File: src/design/frm_pkg.sv
// shared types and constants of the frame receiver
package frm_pkg;

    localparam int FRAME_LEN  = 10;
    localparam int POS_W      = 4;
    localparam int BYTE_W     = 8;
    localparam int CFG_IDX_W  = 1;
    localparam int SUM_W      = 11;
    localparam int SUM_LO_POS = 7;
    localparam int SUM_HI_POS = 8;
    localparam int DATA_CNT   = 5;

    localparam logic [CFG_IDX_W-1:0] CFG_HEAD = 1'b0;
    localparam logic [CFG_IDX_W-1:0] CFG_TAIL = 1'b1;

    localparam logic [BYTE_W-1:0] HEAD_RESET = 8'd170;
    localparam logic [BYTE_W-1:0] TAIL_RESET = 8'd85;

    typedef enum logic [1:0] {
        ST_IDLE   = 2'd0,
        ST_STORED = 2'd1,
        ST_ACCEPT = 2'd2,
        ST_DROP   = 2'd3
    } frame_status_t;

    typedef struct packed {
        logic              valid;
        logic [BYTE_W-1:0] data;
    } byte_word_t;

    typedef struct packed {
        logic [BYTE_W-1:0] head;
        logic [BYTE_W-1:0] tail;
    } frame_cfg_t;

endpackage

File: src/design/frm_byte_if.sv
// input channel carrying one received byte per word
interface frm_byte_if;
    import frm_pkg::*;

    logic              valid;
    logic              ready;
    logic [BYTE_W-1:0] rx_byte;

    modport source (output valid, output rx_byte, input ready);
    modport sink (input valid, input rx_byte, output ready);
endinterface

File: src/design/frm_result_if.sv
// output channel carrying one frame result per word
interface frm_result_if;
    import frm_pkg::*;

    logic              valid;
    logic              ready;
    logic [1:0]        frame_status;
    logic              checksum_ok;
    logic [BYTE_W-1:0] command_byte;
    logic [BYTE_W-1:0] data_one;
    logic [BYTE_W-1:0] data_two;
    logic [BYTE_W-1:0] data_three;
    logic [BYTE_W-1:0] data_four;
    logic [BYTE_W-1:0] data_five;

    modport source (
        output valid, output frame_status, output checksum_ok, output command_byte,
        output data_one, output data_two, output data_three, output data_four,
        output data_five, input ready
    );
    modport sink (
        input valid, input frame_status, input checksum_ok, input command_byte,
        input data_one, input data_two, input data_three, input data_four,
        input data_five, output ready
    );
endinterface

File: src/design/frm_cfg_regs.sv
// head and tail byte configuration registers
module frm_cfg_regs
    import frm_pkg::*;
(
    input  logic                 clk,
    input  logic                 rst_n,
    input  logic                 cfg_we,
    input  logic [CFG_IDX_W-1:0] cfg_index,
    input  logic [BYTE_W-1:0]    cfg_data,
    output frame_cfg_t           cfg
);

    logic [BYTE_W-1:0] head_reg;
    logic [BYTE_W-1:0] tail_reg;

    always_ff @(posedge clk or negedge rst_n)
    begin
        if (!rst_n)
        begin
            head_reg <= HEAD_RESET;
            tail_reg <= TAIL_RESET;
        end
        else if (cfg_we)
        begin
            unique case (cfg_index)
                CFG_HEAD: head_reg <= cfg_data;
                CFG_TAIL: tail_reg <= cfg_data;
                default:  ;
            endcase
        end
    end

    assign cfg.head = head_reg;
    assign cfg.tail = tail_reg;

endmodule

File: src/design/frm_in_stage.sv
// input register in front of the frame assembler
module frm_in_stage
    import frm_pkg::*;
(
    input  logic          clk,
    input  logic          rst_n,
    frm_byte_if.sink      rx,
    input  logic          down_ready,
    output byte_word_t    word
);

    logic              valid_reg;
    logic [BYTE_W-1:0] data_reg;

    assign rx.ready = !valid_reg || down_ready;

    always_ff @(posedge clk or negedge rst_n)
    begin
        if (!rst_n)
        begin
            valid_reg <= 1'b0;
        end
        else if (rx.ready)
        begin
            valid_reg <= rx.valid;
        end
    end

    always_ff @(posedge clk)
    begin
        if (rx.ready && rx.valid)
        begin
            data_reg <= rx.rx_byte;
        end
    end

    assign word.valid = valid_reg;
    assign word.data  = data_reg;

endmodule

File: src/design/frm_assembler.sv
// frame position, byte store, tail and checksum checks and result register
module frm_assembler
    import frm_pkg::*;
(
    input  logic          clk,
    input  logic          rst_n,
    input  byte_word_t    word,
    input  frame_cfg_t    cfg,
    output logic          take,
    frm_result_if.source  res
);

    logic [POS_W-1:0]  pos_reg;
    logic [POS_W-1:0]  pos_next;
    logic [BYTE_W-1:0] bytes_reg [1:SUM_HI_POS];

    logic              out_valid_reg;
    frame_status_t     status_reg;
    logic              sum_ok_reg;
    logic [BYTE_W-1:0] cmd_reg;
    logic [BYTE_W-1:0] data_reg [0:DATA_CNT-1];

    frame_status_t     status_next;
    logic              sum_ok_next;
    logic [SUM_W-1:0]  sum;
    logic              accept;

    assign take = word.valid && (!out_valid_reg || res.ready);

    // sum of command and data bytes one to four
    always_comb
    begin
        sum = '0;
        for (int k = 1; k <= DATA_CNT; k++)
        begin
            sum = sum + SUM_W'(bytes_reg[k]);
        end
    end

    always_comb
    begin
        pos_next    = pos_reg;
        status_next = ST_IDLE;
        accept      = 1'b0;
        if (pos_reg == '0)
        begin
            if (word.data == cfg.head)
            begin
                pos_next    = POS_W'(1);
                status_next = ST_STORED;
            end
        end
        else if (pos_reg == POS_W'(FRAME_LEN - 1))
        begin
            pos_next = '0;
            if (word.data == cfg.tail)
            begin
                status_next = ST_ACCEPT;
                accept      = 1'b1;
            end
            else
            begin
                status_next = ST_DROP;
            end
        end
        else
        begin
            pos_next    = pos_reg + POS_W'(1);
            status_next = ST_STORED;
        end
        sum_ok_next = accept
                      && ({bytes_reg[SUM_HI_POS], bytes_reg[SUM_LO_POS]}
                          == (2*BYTE_W)'(sum));
    end

    always_ff @(posedge clk or negedge rst_n)
    begin
        if (!rst_n)
        begin
            pos_reg       <= '0;
            out_valid_reg <= 1'b0;
        end
        else
        begin
            if (take)
            begin
                pos_reg <= pos_next;
            end
            if (take)
            begin
                out_valid_reg <= 1'b1;
            end
            else if (res.ready)
            begin
                out_valid_reg <= 1'b0;
            end
        end
    end

    always_ff @(posedge clk)
    begin
        if (take)
        begin
            for (int k = 1; k <= SUM_HI_POS; k++)
            begin
                if (pos_reg == POS_W'(k))
                begin
                    bytes_reg[k] <= word.data;
                end
            end
            status_reg <= status_next;
            sum_ok_reg <= sum_ok_next;
            cmd_reg    <= accept ? bytes_reg[1] : '0;
            for (int k = 0; k < DATA_CNT; k++)
            begin
                data_reg[k] <= accept ? bytes_reg[k + 2] : '0;
            end
        end
    end

    assign res.valid        = out_valid_reg;
    assign res.frame_status = status_reg;
    assign res.checksum_ok  = sum_ok_reg;
    assign res.command_byte = cmd_reg;
    assign res.data_one     = data_reg[0];
    assign res.data_two     = data_reg[1];
    assign res.data_three   = data_reg[2];
    assign res.data_four    = data_reg[3];
    assign res.data_five    = data_reg[4];

endmodule

File: src/design/frame_receiver_with_checksum.sv
// frame receiver with additive checksum, top level
//
//   channel  direction  word
//   rx       in         rx_byte
//   res      out        frame_status, checksum_ok, command_byte, data_one..data_five
//   cfg      in         cfg_we, cfg_index, cfg_data (0 head byte, 1 tail byte)
//
// one word in and one result out per cycle while res is not stalled; input register,
// then position compare, tail compare and five-byte sum into the result register
// rst_n clears the input and result valid flags and returns the position to idle
// a stalled result holds the result register; the input register still takes one word
module frame_receiver_with_checksum
    import frm_pkg::*;
(
    input  logic                 clk,
    input  logic                 rst_n,
    frm_byte_if.sink             rx,
    frm_result_if.source         res,
    input  logic                 cfg_we,
    input  logic [CFG_IDX_W-1:0] cfg_index,
    input  logic [BYTE_W-1:0]    cfg_data
);

    frame_cfg_t cfg;
    byte_word_t word;
    logic       take;

    frm_cfg_regs u_cfg (
        .clk       (clk),
        .rst_n     (rst_n),
        .cfg_we    (cfg_we),
        .cfg_index (cfg_index),
        .cfg_data  (cfg_data),
        .cfg       (cfg)
    );

    frm_in_stage u_in (
        .clk        (clk),
        .rst_n      (rst_n),
        .rx         (rx),
        .down_ready (take),
        .word       (word)
    );

    frm_assembler u_asm (
        .clk   (clk),
        .rst_n (rst_n),
        .word  (word),
        .cfg   (cfg),
        .take  (take),
        .res   (res)
    );

    a_zero_unless_accept: assert property (@(posedge clk) disable iff (!rst_n)
        res.valid && res.frame_status != ST_ACCEPT
        |-> !res.checksum_ok && res.command_byte == '0 && res.data_five == '0)
        else $error("result fields not cleared outside an accepted frame");

    a_held_word_waits: assert property (@(posedge clk) disable iff (!rst_n)
        word.valid && !take |=> word.valid && $stable(word.data))
        else $error("input register lost a word");

    a_result_from_word: assert property (@(posedge clk) disable iff (!rst_n)
        $rose(res.valid) |-> $past(word.valid))
        else $error("result without an input word");

    a_take_needs_room: assert property (@(posedge clk) disable iff (!rst_n)
        take |-> !res.valid || res.ready)
        else $error("word processed while result stalled");

endmodule
File: src/flat_wrapper.sv
// flat-port wrapper written by rule: the top's interface ports become plain ports
module frame_receiver_with_checksum_flat import frm_pkg::*;
  (clk, rst_n, cfg_we, cfg_index, cfg_data, rx_valid, rx_rx_byte, rx_ready, res_valid, res_frame_status, res_checksum_ok, res_command_byte, res_data_one, res_data_two, res_data_three, res_data_four, res_data_five, res_ready);
  frm_byte_if rx_i ();
  frm_result_if res_i ();
  input  logic clk;
  input  logic rst_n;
  input  logic cfg_we;
  input  logic [CFG_IDX_W-1:0] cfg_index;
  input  logic [BYTE_W-1:0] cfg_data;
  input wire logic [$bits(rx_i.valid)-1:0] rx_valid;
  input wire logic [$bits(rx_i.rx_byte)-1:0] rx_rx_byte;
  output wire logic [$bits(rx_i.ready)-1:0] rx_ready;
  output wire logic [$bits(res_i.valid)-1:0] res_valid;
  output wire logic [$bits(res_i.frame_status)-1:0] res_frame_status;
  output wire logic [$bits(res_i.checksum_ok)-1:0] res_checksum_ok;
  output wire logic [$bits(res_i.command_byte)-1:0] res_command_byte;
  output wire logic [$bits(res_i.data_one)-1:0] res_data_one;
  output wire logic [$bits(res_i.data_two)-1:0] res_data_two;
  output wire logic [$bits(res_i.data_three)-1:0] res_data_three;
  output wire logic [$bits(res_i.data_four)-1:0] res_data_four;
  output wire logic [$bits(res_i.data_five)-1:0] res_data_five;
  input wire logic [$bits(res_i.ready)-1:0] res_ready;
  assign rx_i.valid = rx_valid;
  assign rx_i.rx_byte = rx_rx_byte;
  assign rx_ready = rx_i.ready;
  assign res_valid = res_i.valid;
  assign res_frame_status = res_i.frame_status;
  assign res_checksum_ok = res_i.checksum_ok;
  assign res_command_byte = res_i.command_byte;
  assign res_data_one = res_i.data_one;
  assign res_data_two = res_i.data_two;
  assign res_data_three = res_i.data_three;
  assign res_data_four = res_i.data_four;
  assign res_data_five = res_i.data_five;
  assign res_i.ready = res_ready;
  frame_receiver_with_checksum u_core (.clk(clk), .rst_n(rst_n), .rx(rx_i), .res(res_i), .cfg_we(cfg_we), .cfg_index(cfg_index), .cfg_data(cfg_data));
endmodule
File: config.mk
export PLATFORM = sky130hd
export DESIGN_NAME = frame_receiver_with_checksum_flat
export DESIGN_NICKNAME = d
export VERILOG_FILES = /design/src/design/frm_pkg.sv /design/src/design/frm_byte_if.sv /design/src/design/frm_result_if.sv /design/src/design/frm_cfg_regs.sv /design/src/design/frm_in_stage.sv /design/src/design/frm_assembler.sv /design/src/design/frame_receiver_with_checksum.sv /design/src/flat_wrapper.sv
export SDC_FILE = /design/constraint.sdc
export NUM_CORES = 1
export LEC_CHECK = 0
export ABC_AREA = 1
export BUFFER_PORTS_ARGS = -buffer_cell sky130_fd_sc_hd__buf_2
export CAP_MARGIN = 20
export CORE_MARGIN = 8
export CORE_UTILIZATION = 60
export CTS_CLUSTER_SIZE = 16
export DETAILED_ROUTE_END_ITERATION = 16
export GPL_TIMING_DRIVEN = 1
export PLACE_DENSITY_LB_ADDON = 0.1
export SLEW_MARGIN = 20
export SYNTH_ARGS = -nofsm -noshare
export SYNTH_HDL_FRONTEND = slang
export SYNTH_SLANG_ARGS = --single-unit
export TNS_END_PERCENT = 5
File: constraint.sdc
create_clock -name clk -period 6.5 [get_ports clk]
set_input_delay 0.975 -clock clk [delete_from_list [all_inputs] [get_ports clk]]
set_output_delay 0.975 -clock clk [all_outputs]
set_load 0.01 [all_outputs]
Word-level counts from Yosys, hierarchy flattened
Memory sizes are Yosys's and may differ from the RTL's.
Cells that the tools add are included.
{"block": "op_classes", "add_sub_neg": 5, "n_eq_ne": 13, "mux": 64, "bitwise": 1, "n_reduce_logical": 19}
{"operator": "8-bit two-way mux", "n": 12}
{"operator": "8-bit OR reduction", "n": 7}
{"operator": "1-bit two-way mux", "n": 40}
{"operator": "4-bit two-way mux", "n": 10}
{"operator": "16-bit by 11-bit equality test with 1-bit output", "n": 1}
{"operator": "4-bit by 3-bit equality test with 1-bit output (second input constant)", "n": 4}
{"operator": "8-bit equality test", "n": 2}
{"operator": "10-bit by 8-bit adder with 11-bit output", "n": 1}
{"operator": "11-bit by 8-bit adder with 11-bit output", "n": 1}
{"operator": "9-bit by 8-bit adder with 10-bit output", "n": 1}
{"operator": "8-bit by 8-bit adder with 9-bit output", "n": 1}
{"operator": "4-bit by 2-bit equality test with 1-bit output (second input constant)", "n": 2}
{"operator": "4-bit equality test (second input constant)", "n": 2}
{"operator": "2-bit AND reduction", "n": 3}
{"operator": "4-bit by 1-bit adder with 4-bit output (second input constant)", "n": 1}
{"operator": "4-bit by 1-bit equality test with 1-bit output (second input constant)", "n": 1}
{"operator": "4-bit zero test", "n": 1}
{"operator": "2-bit two-way mux", "n": 2}
{"operator": "1-bit logical AND", "n": 3}
{"operator": "1-bit zero test", "n": 2}
{"operator": "1-bit logical OR", "n": 2}
{"operator": "2-bit by 1-bit != test with 1-bit output (second input constant)", "n": 1}
{"operator": "2-bit nonzero test", "n": 1}
{"operator": "1-bit NOT", "n": 1}
{"block": "word_totals", "reg_bits": 41, "ram_bits": 104, "in_bits": 22, "output_inout_bits": 53, "elab_cells": 113, "n_memories": 2}
{"name": "u_core.u_asm.bytes_reg", "words": 8, "word_bits": 8, "read_ports": 8, "rd_clocked_by_memory_dff": 0, "write_ports": 1, "line_no": "frm_assembler.sv:15", "text": "logic [BYTE_W-1:0] bytes_reg [1:SUM_HI_POS];"}
{"name": "u_core.u_asm.data_reg", "words": 5, "word_bits": 8, "read_ports": 5, "rd_clocked_by_memory_dff": 0, "write_ports": 5, "line_no": "frm_assembler.sv:21", "text": "logic [BYTE_W-1:0] data_reg [0:DATA_CNT-1];"}

Logic depth before layout (Yosys ltp)
{"block": "logic_depth", "depth_word": 13, "mapped_depth": 17}

Hierarchy
A second synthesis with hierarchy kept.
{"block": "hier_totals", "hier_cells": 541, "hier_area_um2": 6553.8}
{"mod": "frm_assembler", "n_inst": 1, "cells_per_inst": 456, "area_per_inst_um2": 5587.9, "seq_area_each_um2": 3578.4}
{"mod": "frm_cfg_regs", "n_inst": 1, "cells_per_inst": 70, "area_per_inst_um2": 673.1, "seq_area_each_um2": 410.4}
{"mod": "frm_in_stage", "n_inst": 1, "cells_per_inst": 15, "area_per_inst_um2": 292.8, "seq_area_each_um2": 265.3}

Least setup slack after synthesis
Ideal clock, no wire load.
{"block": "synth_timing", "path_kind": "flip-flop to flip-flop", "from": "register, netlist name u_core.u_asm.bytes_reg[0][9]", "to": "register u_core.u_asm.sum_ok_reg (netlist: u_core.u_asm.res.checksum_ok), data pin", "setup_time_ns": 0.138, "arrival_time_ns": 3.363, "slack_ns": 2.999, "path_stages_with_launch": 18, "path_buffers": 0, "cell_sequence": "edfxtp_1 -> fa_1 -> fa_1 -> inv_1 -> fa_1 -> inv_1 -> ha_1 -> fa_1 -> inv_1 -> nand2_1 -> nand2_1 -> nor2_1 -> nand2_1 -> nor2_1 -> nand2_1 -> nor2_1 -> nand3_1 -> nor2_1"}
{"item": "to (signal assigned)", "line_no": "frm_assembler.sv:112", "text": "sum_ok_reg <= sum_ok_next;"}
{"item": "to (decl)", "line_no": "frm_assembler.sv:19", "text": "logic sum_ok_reg;"}

==> summary.md <==
| Metric | Value |
|---|---|
| Max Root-Sink Buffers | `2` |
| Adder-cell share of the synthesized area | `9.25%` |
| Synthesized Nets | `609` |
| M1 GR Usage | `20.4%` |
| Comb power frac | `23.3%` |
| Sw power | `874 uW` |
| Max FFs per register | `64` |
| Num ports | `75` |
| Synth Register Bits | `145` |
| Vias in the first global route | `4174` |
| DR iter-0 viols | `206` |
| Area of the core | `0.0107 sq mm` |
| Fin Clk Skew | `0.00900 ns` |
| Max-Cap Viols | `0` |
| Site Rows | `38` |
| Status | `finished clean` |
| GRT busiest layer | `met2` |
| RSZ-0062 raised after global routing | `no` |
| Lkg Pwr | `3.44 nW` |
| Compound-Gate Fraction of Synth Area | `2.07%` |
| Min-Delay Path Class | `in2async` |
| Vias per cell | `5.10` |
| Clock power frac | `34.6%` |
| Wire per inst | `16.1 um` |
| Clock Sinks | `145` |
| CP endpoint kind | `flip-flop` |
| Detailed Routing Iterations Pass 1 | `7` |
| Period utilisation layout | `58.9%` |
| Simple-Gate Fraction of Synth Area | `13.5%` |
| Die height | `120 um` |
| Flop pwr share | `42.0%` |
| PD cells | `372 mW/mm^2` |
| Avg Cell Area, Syn | `11.7 sq um` |
| VDD IR-drop max | `0.000196 V` |
| Clk_lat worst skew | `0.53 ns` |
| Placement Cell Area | `0.00698 sq mm` |
| Post-layout util | `71.1%` |
| Switching share of power | `30.9%` |
| Setup violators final | `0` |
| Register area share after synthesis | `65.8%` |
| Slew headroom | `43.8%` |
| Initial antenna violation count | `0` |
| Share of layout cells above drive strength 1 | `19.0%` |
| Max Fanout on Critical Path | `4` |
| Met2 Track Usage GR | `33.0%` |
| Post-synthesis cell type count | `31` |
| Worst setup SP type | `flip-flop` |
| Final ANT Viol Nets | `0` |
| Clk Tree Root Cell | `clkbuf_8` |
| Port Buf Inserts | `74` |
| Synth Area in XOR/XNOR | `2.30%` |
| Hold Fails Final Rpt | `0` |
| WL final | `12.8 mm` |
| Syn Inst Count | `553` |
| Fin. max-slew vios | `0` |
| Largest family of logic cells by synthesized area | `simple AND/OR/NAND/NOR gates` |
| Mux cell area share after synthesis | `0%` |
| Remaining DRCs | `0` |
| Syn Std Cell Area | `0.00647 sq mm` |
| Final HPWL DP | `8.58 mm` |
| GR Util All Layers | `18.5%` |
| Minimum clock period | `3.83 ns` |
| Diode count | `0` |
| Design area | `0.00761 sq mm` |
| Met3 Use GR | `5.03%` |
| Synth warn | `0` |
| Post-CTS setup buffer count | `0` |
| Clock transition at the registers of the reported paths | `0.07 ns` |
| Die ar. | `0.0144 sq mm` |
| Total power | `2.83 mW` |
| CTS tree | `built` |
| Setup TNS | `0 ns` |
| F_max | `0.261 GHz` |
| WP data required | `6.89 ns` |
| Internal power | `1.96 mW` |
| Total grt overflow | `0` |
| Crit Path Category | `reg2reg` |
| Placed cells | `761` |
| Most common cell after layout, fill and taps aside | `edfxtp_1` |
| First-pass GRT wire length | `20.3 mm` |
| P&R area growth vs syn | `17.7%` |
| Final GP Congestion | `0.907` |
| Cts repair resizes | `0` |
| H-tree depth | `4` |
| Initial Util | `60.4%` |
| Crit path from | `u_core.u_asm.bytes_reg[0][9]` |
| Most frequent cells in the layout | `edfxtp_1 (123), inv_1 (110), nand2_1 (100)` |
| Worst-margin pin slew | `0.839 ns` |
| Reg2reg start | `u_core.u_asm.bytes_reg[0][9]` |
| NumNets Final | `697` |
| Crit path DAT | `4.22 ns` |
| Number of buffers created by CTS | `17` |
| Filler-free cell count of the finished design | `794` |
| Largest net degree at the start of global routing | `51` |
| Cts hold-fix bufs | `0` |
| Die width | `120 um` |
| Routed vias | `4052` |
## per-stage QoR
step           setup WS [ns]  hold WS (ns)
3_3_place_gp            2.83         0.472
5_1_grt                 2.46         0.421
3_5_place_dp            2.73         0.482
2_1_floorplan           3.00         0.453
4_1_cts                 2.68         0.396
6_report                2.67         0.395
## routing by layer
| layer | up-vias | wire length (um) | part of all wire (%) |
|---|---|---|---|
| li1 | 1930 | - | - |
| met1 | 1962 | 5010 | 39 |
| met2 | 137 | 6770 | 53 |
| met3 | 23 | 755 | 5.9 |
| met4 | 0 | 256 | 2.0 |
| met5 | - | 0 | 0 |
## final timing paths
kind	endpoint	slack [ns]	depth (start not counted)
hold reg to reg	u_core.u_cfg.tail_reg[6]	0.50	2
setup reg to reg	u_core.u_asm.res.checksum_ok	2.67	17
max in group asynchronous	u_core.u_cfg.tail_reg[0]	5.75	1
hold / removal	u_core.u_asm.pos_reg[3]	0.39	1
setup / recovery	u_core.u_asm.res.checksum_ok	2.67	17
min in group clk	u_core.u_cfg.tail_reg[6]	0.50	2
## layout make-up
| class | instances | area, sq um |
|---|---|---|
| timing repair buffer | 76 | 405 |
| clock buffer | 18 | 418 |
| multi-input combinational | 289 | 1760 |
| clock inverter | 14 | 178 |
| sequential | 145 | 4250 |
| inverter | 112 | 420 |
| tap | 140 | 175 |
| fill | 784 | 3090 |
## cell families (layout without fill, tap and decap cells)
group / after synthesis / in the layout
buffers and inverters: 119 / 220
adder cells (fa/ha/maj): 34 / 34
XOR/XNOR: 17 / 17
flip-flops: 145 / 145
AND/OR/NAND/NOR: 213 / 213
AO/OA/AOI/OAI: 25 / 25
## cells in the mapped netlist
cell type | count | area (sq um)
o22ai_1 | 1 | 6.26
edfxtp_1 | 123 | 3690
nand2b_1 | 1 | 6.26
nor2_1 | 80 | 300
fa_1 | 23 | 460
clkinv_1 | 1 | 3.75
a21boi_0 | 1 | 7.51
inv_1 | 110 | 413
nand3_1 | 16 | 80.1
nand3_2 | 1 | 10.0
buf_6 | 1 | 11.3
o21ai_0 | 18 | 90.1
nand2_1 | 100 | 375
nor2_4 | 1 | 11.3
a21oi_1 | 3 | 15.0
or2_2 | 1 | 6.26
dfstp_2 | 8 | 210
buf_2 | 4 | 20.0
nor2_2 | 2 | 12.5
xor2_1 | 14 | 123
inv_2 | 1 | 3.75
nand2_2 | 2 | 12.5
nor3_1 | 2 | 10.0
clkbuf_1 | 2 | 7.51
nand4_1 | 4 | 25.0
xnor2_1 | 3 | 26.3
a22oi_1 | 1 | 7.51
ha_1 | 11 | 138
nand3b_1 | 3 | 22.5
o211ai_1 | 1 | 7.51
dfrtp_1 | 14 | 350
## power groups by stage
stage / clock network, mW / registers (mW) / logic [mW]
after floorplan: 0 / 1.21 / 0.456
after global placement: 0 / 1.20 / 0.624
after detailed placement: 0 / 1.21 / 0.643
after CTS: 0.987 / 1.19 / 0.659
after global routing: 1.03 / 1.20 / 0.749
final: 0.981 / 1.19 / 0.660
## critical path, cell delays in order (launching register included)
cell and delay (ns):
edfxtp_1 0.43, fa_1 0.53, fa_1 0.56, inv_1 0.07, fa_1 0.53, inv_1 0.05, ha_1 0.25, fa_1 0.54
inv_1 0.06, nand2_1 0.05, nand2_1 0.05, nor2_1 0.08, nand2_1 0.05, nor2_1 0.10, nand2_1 0.06, nor2_1 0.09
nand3_1 0.08, nor2_1 0.10
No activity file was read; power rests on OpenSTA's default activity.
